**src/rtl/rbpc_pkg.sv**
```systemverilog
// rbpc_pkg: shared types, codes and constants of the ring buffer pointer control.
// No dependencies; used by rbpc_ctrl, rbpc_dp and the top level.
`timescale 1ns / 1ps

package rbpc_pkg;

  // field widths
  localparam int unsigned SizeW   = 24;
  localparam int unsigned OffW    = 23;
  localparam int unsigned LenW    = 16;
  localparam int unsigned FuncW   = 2;
  localparam int unsigned StatusW = 2;

  // ring size limits and fixed drain chunk
  localparam logic [SizeW-1:0] SizeMin   = 24'd16384;
  localparam logic [SizeW-1:0] SizeMax   = 24'd8388608;
  localparam logic [SizeW-1:0] SizeReset = 24'd5242880;
  localparam logic [LenW-1:0]  ChunkBytes = 16'd9400;

  // request codes
  typedef enum logic [FuncW-1:0] {
    FUNC_WRITE = 2'd0,
    FUNC_DRAIN = 2'd1,
    FUNC_QUERY = 2'd2
  } func_e;

  // result codes
  typedef enum logic [StatusW-1:0] {
    STATUS_OK        = 2'd0,
    STATUS_FULL      = 2'd1,
    STATUS_SHORT     = 2'd2,
    STATUS_SINK_BUSY = 2'd3
  } status_e;

  // commands from the controller to the datapath
  typedef struct packed {
    logic load;     // capture the input item
    logic calc;     // register fill and used levels
    logic commit;   // decide, move offsets, register transfer fields
    logic finish;   // register free and used levels after the step
  } dp_cmd_t;

endpackage

```
**src/rtl/rbpc_ctrl.sv**
```systemverilog
// rbpc_ctrl: sequencer of one item through capture, level calc, commit and finish.
// Depends on rbpc_pkg for the datapath command struct.
`timescale 1ns / 1ps

module rbpc_ctrl (
  input  logic             clk_i,
  input  logic             rst_ni,
  input  logic             in_valid_i,
  output logic             in_stall_o,
  output logic             out_valid_o,
  input  logic             out_stall_i,
  output rbpc_pkg::dp_cmd_t cmd_o
);

  localparam logic [2:0] ST_IDLE   = 3'd0;
  localparam logic [2:0] ST_CALC   = 3'd1;
  localparam logic [2:0] ST_COMMIT = 3'd2;
  localparam logic [2:0] ST_FINISH = 3'd3;
  localparam logic [2:0] ST_OUT    = 3'd4;

  logic [2:0] state_q, state_d;

  // next state
  always_comb begin
    state_d = state_q;
    case (state_q)
      ST_IDLE:   if (in_valid_i) state_d = ST_CALC;
      ST_CALC:   state_d = ST_COMMIT;
      ST_COMMIT: state_d = ST_FINISH;
      ST_FINISH: state_d = ST_OUT;
      ST_OUT:    if (!out_stall_i) state_d = ST_IDLE;
      default:   state_d = ST_IDLE;
    endcase
  end

  always_ff @(posedge clk_i or negedge rst_ni) begin
    if (!rst_ni) begin
      state_q <= ST_IDLE;
    end else begin
      state_q <= state_d;
    end
  end

  // handshake and datapath commands
  assign in_stall_o  = (state_q != ST_IDLE);
  assign out_valid_o = (state_q == ST_OUT);

  always_comb begin
    cmd_o        = '0;
    cmd_o.load   = (state_q == ST_IDLE) && in_valid_i;
    cmd_o.calc   = (state_q == ST_CALC);
    cmd_o.commit = (state_q == ST_COMMIT);
    cmd_o.finish = (state_q == ST_FINISH);
  end

  // at most one datapath step per cycle
  assert property (@(posedge clk_i) disable iff (!rst_ni)
    $onehot0({cmd_o.load, cmd_o.calc, cmd_o.commit, cmd_o.finish}))
    else $error("rbpc_ctrl: overlapping datapath commands");

  // a result first shows in the cycle after the finish step
  assert property (@(posedge clk_i) disable iff (!rst_ni)
    $rose(out_valid_o) |-> $past(cmd_o.finish))
    else $error("rbpc_ctrl: result shown without finish step");

  // an accepted item always goes on to the level calc
  assert property (@(posedge clk_i) disable iff (!rst_ni)
    cmd_o.load |=> cmd_o.calc && in_stall_o)
    else $error("rbpc_ctrl: accepted item not processed");

endmodule

```
**src/rtl/rbpc_dp.sv**
```systemverilog
// rbpc_dp: offsets, wrap flag, ring size register and result registers.
// Depends on rbpc_pkg for widths, constants and codes.
`timescale 1ns / 1ps

module rbpc_dp (
  input  logic                             clk_i,
  input  logic                             rst_ni,
  input  rbpc_pkg::dp_cmd_t                cmd_i,
  input  logic                             cfg_we_i,
  input  logic [rbpc_pkg::SizeW-1:0]       cfg_wdata_i,
  input  logic [rbpc_pkg::FuncW-1:0]       func_i,
  input  logic [rbpc_pkg::LenW-1:0]        write_len_i,
  input  logic                             sink_ready_i,
  output logic [rbpc_pkg::StatusW-1:0]     status_o,
  output logic [rbpc_pkg::OffW-1:0]        start_offset_o,
  output logic [rbpc_pkg::LenW-1:0]        first_segment_o,
  output logic [rbpc_pkg::SizeW-1:0]       free_bytes_o,
  output logic [rbpc_pkg::SizeW-1:0]       used_bytes_o
);

  // state
  logic [rbpc_pkg::SizeW-1:0] size_q;
  logic [rbpc_pkg::OffW-1:0]  wr_q, wr_d;
  logic [rbpc_pkg::OffW-1:0]  rd_q, rd_d;
  logic                       flag_q, flag_d;

  // captured item
  logic [rbpc_pkg::FuncW-1:0] func_q;
  logic [rbpc_pkg::LenW-1:0]  len_q;
  logic                       ready_q;

  // levels and results
  logic [rbpc_pkg::SizeW-1:0] fill_q, used_q;
  rbpc_pkg::status_e          status_q, status_d;
  logic [rbpc_pkg::OffW-1:0]  start_q, start_d;
  logic [rbpc_pkg::LenW-1:0]  first_q, first_d;
  logic [rbpc_pkg::SizeW-1:0] free_out_q, used_out_q;

  // clamped config value
  logic [rbpc_pkg::SizeW-1:0] size_clamp;
  always_comb begin
    size_clamp = cfg_wdata_i;
    if (cfg_wdata_i < rbpc_pkg::SizeMin) size_clamp = rbpc_pkg::SizeMin;
    if (cfg_wdata_i > rbpc_pkg::SizeMax) size_clamp = rbpc_pkg::SizeMax;
  end

  // fill and free levels from the current offsets
  logic [rbpc_pkg::SizeW-1:0] fill_raw, fill_now, free_raw, free_now, used_now;
  always_comb begin
    fill_raw = {1'b0, wr_q} + size_q - {1'b0, rd_q};
    fill_now = (fill_raw >= size_q) ? (fill_raw - size_q) : fill_raw;
    free_raw = {1'b0, rd_q} + size_q - {1'b0, wr_q};
    if (rd_q == wr_q) begin
      free_now = flag_q ? '0 : size_q;
    end else begin
      free_now = (free_raw >= size_q) ? (free_raw - size_q) : free_raw;
    end
    used_now = size_q - free_now;
  end

  // write request: refuse at 2/3 full (3*fill + 2 >= 2*size) or if fill+len >= size
  logic [rbpc_pkg::SizeW+1:0] fill_x3, size_x2;
  logic [rbpc_pkg::SizeW:0]   fill_plus_len;
  logic                       wr_refuse;
  logic [rbpc_pkg::SizeW-1:0] wr_sum, wr_wrap, wr_tail;
  always_comb begin
    fill_x3       = {2'b00, fill_q} + {1'b0, fill_q, 1'b0} + 26'd2;
    size_x2       = {1'b0, size_q, 1'b0};
    fill_plus_len = {1'b0, fill_q} + {9'd0, len_q};
    wr_refuse     = (fill_x3 >= size_x2) || (fill_plus_len >= {1'b0, size_q});
    wr_sum        = {1'b0, wr_q} + {8'd0, len_q};
    wr_wrap       = (wr_sum >= size_q) ? (wr_sum - size_q) : wr_sum;
    wr_tail       = size_q - {1'b0, wr_q};
  end

  // drain request: fixed chunk from the read offset
  logic [rbpc_pkg::SizeW-1:0] rd_sum, rd_wrap, rd_tail;
  always_comb begin
    rd_sum  = {1'b0, rd_q} + {8'd0, rbpc_pkg::ChunkBytes};
    rd_wrap = (rd_sum >= size_q) ? (rd_sum - size_q) : rd_sum;
    rd_tail = size_q - {1'b0, rd_q};
  end

  // commit decision
  always_comb begin
    wr_d     = wr_q;
    rd_d     = rd_q;
    flag_d   = flag_q;
    status_d = rbpc_pkg::STATUS_OK;
    start_d  = '0;
    first_d  = '0;
    case (func_q)
      rbpc_pkg::FUNC_WRITE: begin
        if (wr_refuse) begin
          status_d = rbpc_pkg::STATUS_FULL;
        end else begin
          start_d = wr_q;
          first_d = (wr_sum <= size_q) ? len_q : wr_tail[rbpc_pkg::LenW-1:0];
          wr_d    = wr_wrap[rbpc_pkg::OffW-1:0];
          flag_d  = (wr_wrap[rbpc_pkg::OffW-1:0] == rd_q);
        end
      end
      rbpc_pkg::FUNC_DRAIN: begin
        if (used_q < {8'd0, rbpc_pkg::ChunkBytes}) begin
          status_d = rbpc_pkg::STATUS_SHORT;
        end else if (!ready_q) begin
          status_d = rbpc_pkg::STATUS_SINK_BUSY;
        end else begin
          start_d = rd_q;
          first_d = (rd_sum <= size_q) ? rbpc_pkg::ChunkBytes
                                       : rd_tail[rbpc_pkg::LenW-1:0];
          rd_d    = rd_wrap[rbpc_pkg::OffW-1:0];
        end
      end
      default: begin
        // query and unused code: no change
      end
    endcase
  end

  // control state: size, offsets, flag
  always_ff @(posedge clk_i or negedge rst_ni) begin
    if (!rst_ni) begin
      size_q <= rbpc_pkg::SizeReset;
      wr_q   <= '0;
      rd_q   <= '0;
      flag_q <= 1'b0;
    end else if (cfg_we_i) begin
      size_q <= size_clamp;
      wr_q   <= '0;
      rd_q   <= '0;
      flag_q <= 1'b0;
    end else if (cmd_i.commit) begin
      wr_q   <= wr_d;
      rd_q   <= rd_d;
      flag_q <= flag_d;
    end
  end

  // payload registers
  always_ff @(posedge clk_i) begin
    if (cmd_i.load) begin
      func_q  <= func_i;
      len_q   <= write_len_i;
      ready_q <= sink_ready_i;
    end
    if (cmd_i.calc) begin
      fill_q <= fill_now;
      used_q <= used_now;
    end
    if (cmd_i.commit) begin
      status_q <= status_d;
      start_q  <= start_d;
      first_q  <= first_d;
    end
    if (cmd_i.finish) begin
      free_out_q <= free_now;
      used_out_q <= used_now;
    end
  end

  assign status_o        = status_q;
  assign start_offset_o  = start_q;
  assign first_segment_o = first_q;
  assign free_bytes_o    = free_out_q;
  assign used_bytes_o    = used_out_q;

  // offsets stay inside the ring
  assert property (@(posedge clk_i) disable iff (!rst_ni)
    ({1'b0, wr_q} < size_q) && ({1'b0, rd_q} < size_q))
    else $error("rbpc_dp: offset beyond ring size");

  // ring size stays in its legal range
  assert property (@(posedge clk_i) disable iff (!rst_ni)
    (size_q >= rbpc_pkg::SizeMin) && (size_q <= rbpc_pkg::SizeMax))
    else $error("rbpc_dp: ring size out of range");

  // a drain never touches the write side
  assert property (@(posedge clk_i) disable iff (!rst_ni)
    cmd_i.commit && !cfg_we_i && (func_q == rbpc_pkg::FUNC_DRAIN) |=>
      $stable(wr_q) && (flag_q == $past(flag_q)))
    else $error("rbpc_dp: drain moved write offset or flag");

endmodule

```
**src/rtl/ring_buffer_pointer_control_core.sv**
```systemverilog
// ring_buffer_pointer_control_core: top level of the ring buffer pointer control.
// Depends on rbpc_pkg, rbpc_ctrl and rbpc_dp.
//
//   channel   handshake                  payload
//   input     in_valid_i / in_stall_o    func_i, write_len_i, sink_ready_i
//   output    out_valid_o / out_stall_i  status_o, start_offset_o, first_segment_o,
//                                        free_bytes_o, used_bytes_o
//   config    cfg_we_i                   cfg_wdata_i (ring size, clamped)
//
// each item passes the capture, level calc, commit and finish steps of the sequencer
// before its result is valid; a new item may enter only once the result is taken,
// so the block holds one item at a time.
// reset sets the ring size to 5242880 and clears both offsets and the wrap flag.
// a stalled result holds on the output registers; the input stays stalled meanwhile.
// a config write clears offsets and flag along with the new size.
`timescale 1ns / 1ps

module ring_buffer_pointer_control_core (
  input  logic                             clk_i,
  input  logic                             rst_ni,
  input  logic                             cfg_we_i,
  input  logic [rbpc_pkg::SizeW-1:0]       cfg_wdata_i,
  input  logic                             in_valid_i,
  output logic                             in_stall_o,
  input  logic [rbpc_pkg::FuncW-1:0]       func_i,
  input  logic [rbpc_pkg::LenW-1:0]        write_len_i,
  input  logic                             sink_ready_i,
  output logic                             out_valid_o,
  input  logic                             out_stall_i,
  output logic [rbpc_pkg::StatusW-1:0]     status_o,
  output logic [rbpc_pkg::OffW-1:0]        start_offset_o,
  output logic [rbpc_pkg::LenW-1:0]        first_segment_o,
  output logic [rbpc_pkg::SizeW-1:0]       free_bytes_o,
  output logic [rbpc_pkg::SizeW-1:0]       used_bytes_o
);

  rbpc_pkg::dp_cmd_t cmd;

  // sequencer
  rbpc_ctrl u_ctrl (
    .clk_i       (clk_i),
    .rst_ni      (rst_ni),
    .in_valid_i  (in_valid_i),
    .in_stall_o  (in_stall_o),
    .out_valid_o (out_valid_o),
    .out_stall_i (out_stall_i),
    .cmd_o       (cmd)
  );

  // pointer datapath
  rbpc_dp u_dp (
    .clk_i           (clk_i),
    .rst_ni          (rst_ni),
    .cmd_i           (cmd),
    .cfg_we_i        (cfg_we_i),
    .cfg_wdata_i     (cfg_wdata_i),
    .func_i          (func_i),
    .write_len_i     (write_len_i),
    .sink_ready_i    (sink_ready_i),
    .status_o        (status_o),
    .start_offset_o  (start_offset_o),
    .first_segment_o (first_segment_o),
    .free_bytes_o    (free_bytes_o),
    .used_bytes_o    (used_bytes_o)
  );

endmodule

```
**config.mk**
```make
export PLATFORM = sky130hd
export DESIGN_NAME = ring_buffer_pointer_control_core
export DESIGN_NICKNAME = d
export VERILOG_FILES = /design/src/rtl/rbpc_pkg.sv /design/src/rtl/rbpc_ctrl.sv /design/src/rtl/rbpc_dp.sv /design/src/rtl/ring_buffer_pointer_control_core.sv
export SDC_FILE = /design/constraint.sdc
export NUM_CORES = 1
export LEC_CHECK = 0
export BUFFER_PORTS_ARGS = -buffer_cell sky130_fd_sc_hd__buf_2
export CAP_MARGIN = 20
export CELL_PAD_IN_SITES_DETAIL_PLACEMENT = 1
export CELL_PAD_IN_SITES_GLOBAL_PLACEMENT = 2
export CORE_MARGIN = 5
export CORE_UTILIZATION = 43
export DETAILED_ROUTE_END_ITERATION = 10
export GPL_ROUTABILITY_DRIVEN = 0
export PLACE_DENSITY = 0.92
export SETUP_SLACK_MARGIN = 0.1
export SYNTH_ARGS = -nofsm -noshare
export SYNTH_HDL_FRONTEND = slang
export SYNTH_HIERARCHICAL = 1
export SYNTH_SLANG_ARGS = --single-unit
```
**constraint.sdc**
```tcl
create_clock -name clk_i -period 20.2 [get_ports clk_i]
set_clock_uncertainty 0.05 [all_clocks]
set_input_delay 4.04 -clock clk_i [delete_from_list [all_inputs] [get_ports clk_i]]
set_output_delay 4.04 -clock clk_i [all_outputs]
set_load 0.02 [all_outputs]
```
Yosys cells after proc, flatten, opt, wreduce, memory -nomap -nowiden
Index checks and enable logic that the tools add are counted.
{"block": "word_totals", "output_inout_bits": 91, "register_bits": 230, "elab_cells": 103}
{"block": "classes", "eq_ne": 11, "n_addsub": 16, "n_reduce_logical": 12, "magnitude_cmp": 11, "mux": 38}
{"operator": "$mux W23", "count": 14}
{"operator": "$mux W24", "count": 6}
{"operator": "$ge A24 B24 Y1", "count": 4}
{"operator": "$mux W16", "count": 5}
{"operator": "$sub A24 B24 Y24", "count": 3}
{"operator": "$add A23 B24 Y24", "count": 2}
{"operator": "$le A24 B24 Y1", "count": 2}
{"operator": "$sub A24 B23 Y24", "count": 2}
{"operator": "$eq A23 B23 Y1", "count": 2}
{"operator": "$pmux W23 S2", "count": 1}
{"operator": "$sub A23 B23 Y23", "count": 2}
{"operator": "$pmux W16 S2", "count": 1}
{"operator": "$sub A16 B16 Y16", "count": 2}
{"operator": "$add A24 B25 Y26", "count": 1}
{"operator": "$add A26 B2 Y26 const B", "count": 1}
{"operator": "$ge A26 B25 Y1", "count": 1}
{"operator": "$add A24 B16 Y25", "count": 1}
{"operator": "$ge A25 B24 Y1", "count": 1}
{"operator": "$add A23 B14 Y24 const B", "count": 1}
{"operator": "$add A23 B16 Y24", "count": 1}
{"operator": "$gt A24 B24 Y1 const B", "count": 1}
{"operator": "$lt A24 B14 Y1 const B", "count": 1}
{"operator": "$lt A24 B15 Y1 const B", "count": 1}
{"operator": "$pmux W3 S5", "count": 1}
{"operator": "18 further kinds", "count": 31}

Longest topological paths before layout
Gate-level depths: netlist (run 1).
{"block": "depth", "word_depth": 8, "mapped_depth": 49}

Modules after synthesis
Netlist (run 1), hierarchy kept.
{"mod": "rbpc_dp", "instances": 1, "cells_each": 2850, "seq_area_each_um2": 6373.6, "area_each_um2": 24584.8}
{"mod": "rbpc_ctrl", "instances": 1, "cells_each": 15, "seq_area_each_um2": 75.1, "area_each_um2": 161.4}

Least setup slack after synthesis (run 1)
No wires, ideal clock.
{"block": "synth_path", "kind": "register -> register", "startpoint": "reg u_dp/size_q[1] (netlist bit)", "endpoint": "reg u_dp.used_out_q, in the netlist u_dp/used_bytes_o[23] (data pin)", "required_ns": 19.874, "stages_incl_launch_ff": 46, "period_less_slack_ns": 10.100, "arrival_ns": 9.775, "slack_ns": 10.100, "cell_sequence": "dfrtp_1 inv_1 fa_1 inv_1 ha_1 a21o_1 a41oi_1 nand3_1 a31o_2 a21o_1 a311oi_1 o21bai_1 a21oi_1 nor2b_1 o211ai_1 nand2_1 a41oi_1 a21oi_1 (+10 left out) o21a_1 ha_1 nor2b_1 o21ai_0 nand2b_1 nand2_1 nor3_1 o31ai_1 a211oi_1 or3_4 a311o_1 a311oi_2 a21oi_1 o21a_1 o311ai_1 o21ai_1 a311oi_2 xor2_1"}
{"block": "synth_between", "elab_chain_len": 6}
{"item": "start, declared", "line_no": "rbpc_dp.sv:22", "text": "logic [rbpc_pkg::SizeW-1:0] size_q;"}
{"item": "start signal, assigned", "line_no": "rbpc_dp.sv:124", "text": "size_q <= rbpc_pkg::SizeReset;"}
{"item": "start signal, assigned", "line_no": "rbpc_dp.sv:129", "text": "size_q <= size_clamp;"}
{"item": "$add A23 B24 Y24", "line_no": "rbpc_dp.sv:52", "text": "free_raw = {1'b0, rd_q} + size_q - {1'b0, wr_q};"}
{"item": "$sub A24 B23 Y24", "line_no": "rbpc_dp.sv:52"}
{"item": "$sub A24 B24 Y24 / $ge A24 B24 Y1 (equally long branches)", "line_no": "rbpc_dp.sv:56", "text": "free_now = (free_raw >= size_q) ? (free_raw - size_q) : free_raw;"}
{"item": "$mux W24", "line_no": "rbpc_dp.sv:56"}
{"item": "$mux W24", "line_no": "rbpc_dp.sv:53", "text": "if (rd_q == wr_q) begin"}
{"item": "$sub A24 B24 Y24 *", "line_no": "rbpc_dp.sv:58", "text": "used_now = size_q - free_now;"}
{"item": "net u_dp.used_now, one bit", "line_no": "rbpc_dp.sv:48", "text": "logic [rbpc_pkg::SizeW-1:0] fill_raw, fill_now, free_raw, free_now, used_now;"}
{"item": "end signal, assigned", "line_no": "rbpc_dp.sv:158", "text": "used_out_q <= used_now;"}
{"item": "end, declared", "line_no": "rbpc_dp.sv:37", "text": "logic [rbpc_pkg::SizeW-1:0] free_out_q, used_out_q;"}
Mark *: on every way through the listed nets, which the timed path passes. The rest lies on a longest branch.
A chain may end at the register's enable or synchronous reset.

Worst setup path after layout (run 1)
{"block": "layout_path", "startpoint": "reg u_dp/size_q[3] (netlist bit)", "endpoint": "reg u_dp.used_out_q, in the netlist u_dp/used_bytes_o[23] (data pin)"}
{"block": "layout_between", "elab_chain_len": 6}
{"item": "$add A23 B24 Y24", "line_no": "rbpc_dp.sv:52"}
{"item": "$sub A24 B23 Y24", "line_no": "rbpc_dp.sv:52"}
{"item": "$ge A24 B24 Y1 *", "line_no": "rbpc_dp.sv:56"}
{"item": "$mux W24 *", "line_no": "rbpc_dp.sv:56"}
{"item": "$mux W24 *", "line_no": "rbpc_dp.sv:53"}
{"item": "net u_dp.free_now, one bit", "line_no": "rbpc_dp.sv:48"}
{"item": "$sub A24 B24 Y24 *", "line_no": "rbpc_dp.sv:58"}
{"item": "net u_dp.used_now, one bit", "line_no": "rbpc_dp.sv:48"}
Marks and branches as above.

==> results of run 1 <==
-- worst min path at each step --
| stage | endpoint | cells past startpoint |
|---|---|---|
| finish | u_ctrl/state_q[1]$_DFFE_PN0P_ | 1 |
| global route | u_ctrl/state_q[0]$_DFFE_PN0P_ | 1 |
| CTS | u_ctrl/state_q[1]$_DFFE_PN0P_ | 1 |
| detailed placement | u_ctrl/state_q[1]$_DFFE_PN0P_ | 1 |
| global placement | u_ctrl/state_q[1]$_DFFE_PN0P_ | 1 |
| floorplan | u_ctrl/state_q[1]$_DFFE_PN0P_ | 1 |
-- cell usage in the layout, fill, tap and decap left out, types with 29 or more instances in the layout --
cell	count
a21boi_0	39
a21o_1	69
a21oi_1	207
a31oi_1	29
buf_2	138
buf_4	41
clkbuf_16	29
dfrtp_1	72
edfxtp_1	153
fa_1	56
ha_1	312
inv_1	266
nand2_1	198
nand3_1	70
nand4_1	36
nor2_1	222
nor2b_1	38
nor3_1	71
o21a_1	52
o21ai_0	212
o21bai_1	38
xnor2_1	186
xor2_1	53
-- registers in the layout, summed over array words and instances, names as in the netlist, 3 cells and up --
signal and cells:
u_dp/wr_q 23, u_dp/rd_q 23, u_dp/size_q 24, u_dp/first_segment_o 16, u_dp/free_bytes_o 24, u_dp/used_bytes_o 24, u_dp/fill_q 24, u_dp/used_q 21
u_dp/len_q 16, u_ctrl/state_q 3, u_dp/start_offset_o 23
-- area by class of cell --
cell class	instances	area, sq um
inverters	274	1030
multi-input cells	2292	17000
repair buffers	180	1010
well taps	765	957
clock buffers	34	744
clock inverters	20	151
fillers	6816	30000
flip-flops and latches	227	6450
-- metrics by stage --
| stage | hold slack (ns) | cells | setup WS (ns) | util (%) |
|---|---|---|---|---|
| 3_3_place_gp | 0.490 | 3736 | 9.44 | 46.1 |
| 2_1_floorplan | 0.436 | 2865 | 10.10 | - |
| 4_1_cts | 0.538 | 3790 | 8.84 | 47.6 |
| 3_5_place_dp | 0.534 | 3736 | 8.90 | 46.1 |
| 6_report | 0.536 | 3792 | 8.61 | 47.7 |
| 5_1_grt | 0.576 | 3792 | 8.02 | 47.7 |
-- critical path: cells and delay by family, from the launching register on --
family	cells	cell delay (ns)
buffers and inverters	3	0.60
XOR/XNOR	1	0.13
AO/OA/AOI/OAI	28	6.08
flip-flops	1	0.52
AND/OR/NAND/NOR	9	2.15
adder cells (fa/ha/maj)	4	1.75
-- kinds of logic (layout without fill, tap and decap cells) --
logic type      after synthesis  in the layout  share of synthesized area [%]
buf+inv                     346            508                           5.35
xor+xnor                    241            241                           8.62
mux                          32             32                           1.39
flops                       227            227                           26.1
simple gates                787            787                           15.5
compound gates              862            862                           22.7
fa+ha+maj                   370            370                           20.4
-- per-layer routing --
layer  wire (um)  vias up  part of all wire, %  GRT usage (%)
li1            -    10700                    -              -
met1       41200    11900                   40           39.0
met2       46400     1012                   45           51.0
met3        7950      326                  7.8           6.32
met4        6560        0                  6.4           16.2
met5           0        -                    0              0
==> impl_metrics.json, run 1 <==
{
  "endpoint": "u_dp/used_bytes_o[23]$_DFFE_PP_",
  "track_usage_pct": 31.2,
  "cts_resized": 0,
  "cp-start-kind": "register",
  "fp.dieH_um": 250,
  "avgRoutedWirePerCell_um": 26.9,
  "post_dp_cell_area_sq_um": 26400,
  "start_util_pct": 43.1,
  "fin_crit_ns": 11.59,
  "slew_violations": 0,
  "numCtsBuffers": 29,
  "io_buffer_count": 138,
  "worstHoldStart": "u_ctrl/state_q[2]$_DFFE_PN0P_",
  "max_stage_delay_ns": 0.67,
  "yosysWarnings": 6,
  "cts_tree": "done",
  "clk_pin_slew_worst_paths_ns": 0.06,
  "fp-row-count": 88,
  "synth_cells": 2865,
  "min_period_over_period_pct": 57.4,
  "hold_viol_final": 0,
  "post-synth-top-count-cell": "ha_1",
  "cp_common_cell": "o21a_1",
  "num_vias": 23900,
  "slowest_stage": "fa_1",
  "synth-edff-count": 153,
  "hpwl_um": 80900,
  "r2r_slack_ns": 8.61,
  "grt_pass1_wl_um": 152000,
  "drv_cap": 0,
  "io_pins": 139,
  "async_flop_share_pct": 32.6,
  "h-tree-depth": 1,
  "synth_common_cells": "312 x ha_1, 266 x inv_1, 223 x nor2_1",
  "dieArea_sq_um": 62400,
  "synth-seq-cells": 227,
  "finalNetCount": 3420,
  "critPathKind": "register to register",
  "stdcell_area_sq_um": 27300,
  "rsz0062_at_grt": "false",
  "clock_latency_ns": 0.61,
  "hp-class": "register to register",
  "grt_overflow_total": 0,
  "timing.rr.start": "u_dp/size_q[3]$_DFFE_PN0P_",
  "antenna_cells": 0,
  "post_cts_buffers": 0,
  "seq_area_frac_synth_pct": 26.1,
  "drt_iter0_markers": 1933,
  "worstMarginPinSlew_ns": 1.18,
  "worst_ep_arrival_time_ns": 11.84,
  "netlist_area_sq_um": 24700,
  "synth.area.top_cells": "edfxtp_1 19%, ha_1 16%, dfrtp_1 7.3%, xnor2_1 6.6%, fa_1 4.5%",
  "yosysTopAreaCell": "edfxtp_1",
  "fmax_mhz": 86.3,
  "worstPathRequired_ns": 20.45,
  "clockBufferDepth": 3,
  "synthToLayoutAreaGrowth_pct": 10.5,
  "drc": 0,
  "relSlewSlack_pct": 20.7,
  "core_area_sq_um": 57400,
  "end_kind": "register",
  "worstRegToRegCells": 45,
  "post_drt_via_cell_ratio": 6.31,
  "cts.sinks": 227,
  "drive_above_1_share_pct": 9.61,
  "dieWidth_um": 250,
  "synth_top_area_share_pct": 18.6,
  "post_synth_num_cell_types": 97,
  "syn-num-nets": 3281,
  "setup-violations-final": 0,
  "grt_pass1_vias": 24900,
  "startpoint": "u_dp/size_q[3]$_DFFE_PN0P_",
  "syn_area_per_cell_sq_um": 8.64,
  "r2r-end": "u_dp/used_bytes_o[23]$_DFFE_PP_",
  "cp_max_fo": 14,
  "hold_buffers": 0,
  "finalSetupTns_ns": 0,
  "grt_max_degree": 61,
  "ant_nets": 0,
  "outcome": "completed",
  "firstDrtPassIters": 5,
  "antenna_found_initial": 5,
  "synth_top_flop_cell": "edfxtp_1",
  "wirelength_um": 102000,
  "cts_root_buf": "clkbuf_16"
}
Power of run 1 is not shown: default switching activity piles up to over one toggle a cycle in this logic, so the estimate is an artifact.
==> run 2: changes to the inputs <==
--- a/config.mk
+++ b/config.mk
@@ -10,10 +10,10 @@
 export CELL_PAD_IN_SITES_DETAIL_PLACEMENT = 1
 export CELL_PAD_IN_SITES_GLOBAL_PLACEMENT = 2
 export CORE_MARGIN = 5
-export CORE_UTILIZATION = 43
+export CORE_UTILIZATION = 36
 export DETAILED_ROUTE_END_ITERATION = 10
 export GPL_ROUTABILITY_DRIVEN = 0
-export PLACE_DENSITY = 0.92
+export PLACE_DENSITY = 0.82
 export SETUP_SLACK_MARGIN = 0.1
 export SYNTH_ARGS = -nofsm -noshare
 export SYNTH_HDL_FRONTEND = slang
==> constraint.sdc (replaced) <==
create_clock -name clk_i -period 10.5 [get_ports clk_i]
set_clock_uncertainty 0.05 [all_clocks]
set_input_delay 2.1 -clock clk_i [delete_from_list [all_inputs] [get_ports clk_i]]
set_output_delay 2.1 -clock clk_i [all_outputs]
set_load 0.02 [all_outputs]
==> run 2 against run 1 <==
Register-to-register slack worse by 8.0 ns. Fmax grew 17%. Core utilization fell by 6.5 points. Cell count up 4.6%. Flip-flop and latch count stayed put. Clock-buffer cell count is 4 lower. Die area increased by 19%. Sequential share of layout area fell by 0.66 points. Critical path depth stayed put. Final area rose by 2.9%. Global-route usage fell by 3.5 points. Worst hold slack worse by 0.013 ns.
==> impl_metrics.json, run 2 (synthesis results as in run 1) <==
{
  "clk_pin_slew_worst_paths_ns": 0.07,
  "numCtsBuffers": 28,
  "dieArea_sq_um": 74100,
  "drc": 0,
  "start_util_pct": 36.2,
  "fin_util_pct": 41.2,
  "hold_viol_final": 0,
  "grt_pass1_wl_um": 158000,
  "hp-class": "register to register",
  "slowest_stage": "fa_2",
  "grt_use_met2_pct": 46.0,
  "grt_pass1_vias": 24900,
  "fp-row-count": 96,
  "drt_iter0_markers": 1684,
  "final_common_cell": "ha_1",
  "h-tree-depth": 1,
  "fin_crit_ns": 9.91,
  "cts.sinks": 227,
  "finalNetCount": 3477,
  "post_drt_via_cell_ratio": 6.04,
  "min_period_over_period_pct": 94.4,
  "worst_ep_arrival_time_ns": 10.16,
  "relSlewSlack_pct": 28.5,
  "drv_cap": 0,
  "busiest_layer": "met2",
  "r2r_slack_ns": 0.59,
  "track_usage_pct": 27.7,
  "met1_usage_pct": 35.5,
  "final_cell_mix": "304 x ha_1, 265 x inv_1, 221 x nor2_1, 209 x o21ai_0, 206 x a21oi_1",
  "cp-start-kind": "register",
  "num_vias": 23900,
  "rsz0062_at_grt": "false",
  "hold_buffers": 0,
  "wirelength_um": 107000,
  "fp.dieH_um": 272,
  "max_stage_delay_ns": 0.56,
  "worstMarginPinSlew_ns": 1.07,
  "clockBufferDepth": 3,
  "ant_nets": 0,
  "drive_above_1_share_pct": 12.5,
  "critPathKind": "register to register",
  "hpwl_um": 85800,
  "cp_max_fo": 7,
  "dieWidth_um": 272,
  "outcome": "completed",
  "cts_root_buf": "clkbuf_16",
  "core_area_sq_um": 68300,
  "io_pins": 139,
  "fmax_mhz": 101,
  "firstDrtPassIters": 6,
  "synthToLayoutAreaGrowth_pct": 13.7,
  "slew_violations": 0,
  "avgRoutedWirePerCell_um": 26.9,
  "clock_latency_ns": 0.60,
  "grt_max_degree": 62,
  "grt_overflow_total": 0,
  "worstPathRequired_ns": 10.75,
  "antenna_found_initial": 4,
  "setup-violations-final": 0,
  "io_buffer_count": 138,
  "end_kind": "register",
  "cts_tree": "done",
  "gr-usage-met3_pct": 3.94
}
run 2: layout make-up:
cell class / instances / area [sq um]
fillers: 8062 / 40200
repair buffers: 238 / 1440
multi-input cells: 2292 / 17200
flip-flops and latches: 227 / 6450
well taps: 882 / 1100
diodes: 1 / 2.50
clock inverters: 22 / 180
inverters: 274 / 1030
clock buffers: 30 / 729
run 2: repair_timing:
item,in CTS,in global routing
endpoints found under the setup margin,14,24
gates resized for setup,7,37
pin swaps,4,18
setup buffers,2,11
cloned,0,0
run 2: worst paths after layout:
kind,start,to,cells after the start
max,u_dp/rd_q[1]$_DFFE_PN0P_,u_dp/used_bytes_o[21]$_DFFE_PP_,45
min,u_ctrl/state_q[2]$_DFFE_PN0P_,u_ctrl/state_q[1]$_DFFE_PN0P_,1
max reg2reg,u_dp/rd_q[1]$_DFFE_PN0P_,u_dp/used_bytes_o[21]$_DFFE_PP_,45
min reg2reg,u_ctrl/state_q[2]$_DFFE_PN0P_,u_ctrl/state_q[1]$_DFFE_PN0P_,1
max in group asynchronous,rst_ni,u_dp/rd_q[0]$_DFFE_PN0P_,2
min in group asynchronous,rst_ni,u_dp/wr_q[17]$_DFFE_PN0P_,1
run 2: per-layer routing:
metal,wire [um],vias up
met4,6330,0
met3,7080,260
met1,44200,12000
met5,0,-
met2,49200,876
li1,-,10800
run 2: worst max-delay path, delay by kind of cell (launching register included):
| kind | cells | cell delay (ns) |
|---|---|---|
| buffers and inverters | 2 | 0.24 |
| AO/OA/AOI/OAI | 25 | 5.31 |
| XOR/XNOR | 2 | 0.37 |
| flip-flops | 1 | 0.47 |
| adder cells (fa/ha/maj) | 4 | 1.44 |
| AND/OR/NAND/NOR | 12 | 1.72 |
run 2: per-stage QoR:
stage | cell area (sq um) | worst slack [ns] | hold slack (ns) | std cells | setup TNS [ns]
CTS | 27900 | 0.102 | 0.527 | 3954 | 0
global placement | 26900 | 0.267 | 0.488 | 3900 | 0
finish | 28100 | 0.590 | 0.523 | 3966 | 0
floorplan | 24700 | 0.400 | 0.436 | 2865 | 0
detailed placement | 26900 | -0.105 | 0.526 | 3900 | -0.574
global route | 28100 | 0.0556 | 0.567 | 3965 | 0
Power of run 2 is left out for the same reason.
==> run 3: changes to the inputs <==
--- a/config.mk
+++ b/config.mk
@@ -11,6 +11,7 @@
 export CELL_PAD_IN_SITES_GLOBAL_PLACEMENT = 2
 export CORE_MARGIN = 5
 export CORE_UTILIZATION = 36
+export CTS_BUF_LIST = sky130_fd_sc_hd__clkbuf_16
 export DETAILED_ROUTE_END_ITERATION = 10
 export GPL_ROUTABILITY_DRIVEN = 0
 export PLACE_DENSITY = 0.82
==> run 3 against run 2 <==
Non-clock buffer count unchanged. Routed wire length barely moved. Setup slack got worse by 0.0059 ns. Flip-flop and latch count stayed put. Global-route usage is the same. Cell count is the same. Critical path depth did not move. Die area unchanged. Critical endpoint unchanged.
==> impl_metrics.json, run 3 (synthesis results as in run 1) <==
{
  "final_common_cell": "ha_1",
  "rsz0062_at_grt": "false",
  "fp.dieH_um": 272,
  "grt_pass1_vias": 24900,
  "hp-class": "register to register",
  "drt_iter0_markers": 1680,
  "drv_cap": 0,
  "dieWidth_um": 272,
  "clock_latency_ns": 0.60,
  "path_buf_inv": 2,
  "relSlewSlack_pct": 28.5,
  "dieArea_sq_um": 74100,
  "fin_crit_ns": 9.92,
  "clk_pin_slew_worst_paths_ns": 0.07,
  "worst_ep_arrival_time_ns": 10.16,
  "critPathKind": "register to register",
  "io_pins": 139,
  "cts_tree": "done",
  "setup-violations-final": 0,
  "max_stage_delay_ns": 0.56,
  "post_drt_via_cell_ratio": 6.04,
  "ant_nets": 0,
  "critPathTopFamily": "compound AO/OA/AOI/OAI gates",
  "slew_violations": 0,
  "avgRoutedWirePerCell_um": 26.9,
  "io_buffer_count": 138,
  "grt_pass1_wl_um": 158000,
  "wirelength_um": 107000,
  "end_kind": "register",
  "fp-row-count": 96,
  "core_area_sq_um": 68300,
  "start_util_pct": 36.2,
  "cts_root_buf": "clkbuf_16",
  "cp_max_fo": 7,
  "min_period_over_period_pct": 94.4,
  "fmax_mhz": 101,
  "hpwl_um": 85800,
  "num_vias": 24000,
  "drc": 0,
  "startpoint": "u_dp/rd_q[1]$_DFFE_PN0P_",
  "slowest_stage": "fa_2",
  "worstPathRequired_ns": 10.75,
  "hold_buffers": 0,
  "timing.rr.start": "u_dp/rd_q[1]$_DFFE_PN0P_",
  "worstHoldStart": "u_ctrl/state_q[2]$_DFFE_PN0P_",
  "worstMarginPinSlew_ns": 1.07,
  "fin_hold_ws_ns": 0.523,
  "final_cell_mix": "304 x ha_1, 266 x inv_1, 221 x nor2_1, 209 x o21ai_0, 206 x a21oi_1",
  "hold_viol_final": 0,
  "synthToLayoutAreaGrowth_pct": 13.7,
  "cp-start-kind": "register",
  "h-tree-depth": 1,
  "grt_overflow_total": 0,
  "numCtsBuffers": 28,
  "outcome": "completed",
  "drive_above_1_share_pct": 12.5,
  "antenna_found_initial": 4,
  "grt_max_degree": 62,
  "firstDrtPassIters": 5,
  "cts.sinks": 227,
  "track_usage_pct": 27.7,
  "finalNetCount": 3477,
  "clockBufferDepth": 3,
  "fin_util_pct": 41.2
}
## run 3: changes by cell type in the layout (fill, tap and decap cells not counted)
cell / delta
clkbuf_1: -1
inv_1: +1
## run 3: cell type report
| type | count | area (sq um) |
|---|---|---|
| Clock inverter | 23 | 184 |
| Antenna cell | 1 | 2.50 |
| Sequential cell | 227 | 6450 |
| Timing Repair Buffer | 238 | 1440 |
| Tap cell | 882 | 1100 |
| Inverter | 274 | 1030 |
| Clock buffer | 29 | 726 |
| Multi-Input combinational cell | 2292 | 17200 |
| Fill cell | 8062 | 40200 |
## run 3: metal layers
| layer | wire (um) | track usage, % |
|---|---|---|
| met5 | 0 | 0 |
| met4 | 6330 | 13.4 |
| met3 | 7220 | 3.94 |
| met2 | 49200 | 46.0 |
| met1 | 44100 | 35.5 |
## run 3: worst paths after layout
path,to,slack (ns),cells after the start
worst min register to register,u_ctrl/state_q[1]$_DFFE_PN0P_,0.52,1
max in group asynchronous,u_dp/rd_q[0]$_DFFE_PN0P_,7.69,2
worst min-delay path,u_ctrl/state_q[1]$_DFFE_PN0P_,0.52,1
min in group asynchronous,u_dp/wr_q[17]$_DFFE_PN0P_,1.32,1
worst max register to register,u_dp/used_bytes_o[21]$_DFFE_PP_,0.58,45
worst max-delay path,u_dp/used_bytes_o[21]$_DFFE_PP_,0.58,45
## run 3: what timing repair did
action	CTS	global route
resized for setup	7	37
pin swaps	4	18
setup buffers	2	11
setup endpoints to repair	14	24
## run 3: per-stage QoR
step	area (sq um)	cells	setup TNS, ns	setup WS (ns)
floorplan	24700	2865	0	0.400
CTS	27900	3954	0	0.102
detailed placement	26900	3900	-0.574	-0.105
global route	28100	3965	0	0.0556
finish	28100	3966	0	0.584
global placement	26900	3900	0	0.267
## run 3: worst reg2reg max path, delay by kind of cell, from the launching register on
kind | cells | cell delay (ns)
adders and majority gates | 4 | 1.44
AOI/OAI and AO/OA | 25 | 5.33
and+or+nand+nor | 12 | 1.73
xor gates and xnor gates | 2 | 0.37
buffers and inverters | 2 | 0.24
DFF | 1 | 0.47
Power of run 3 is left out for the same reason.
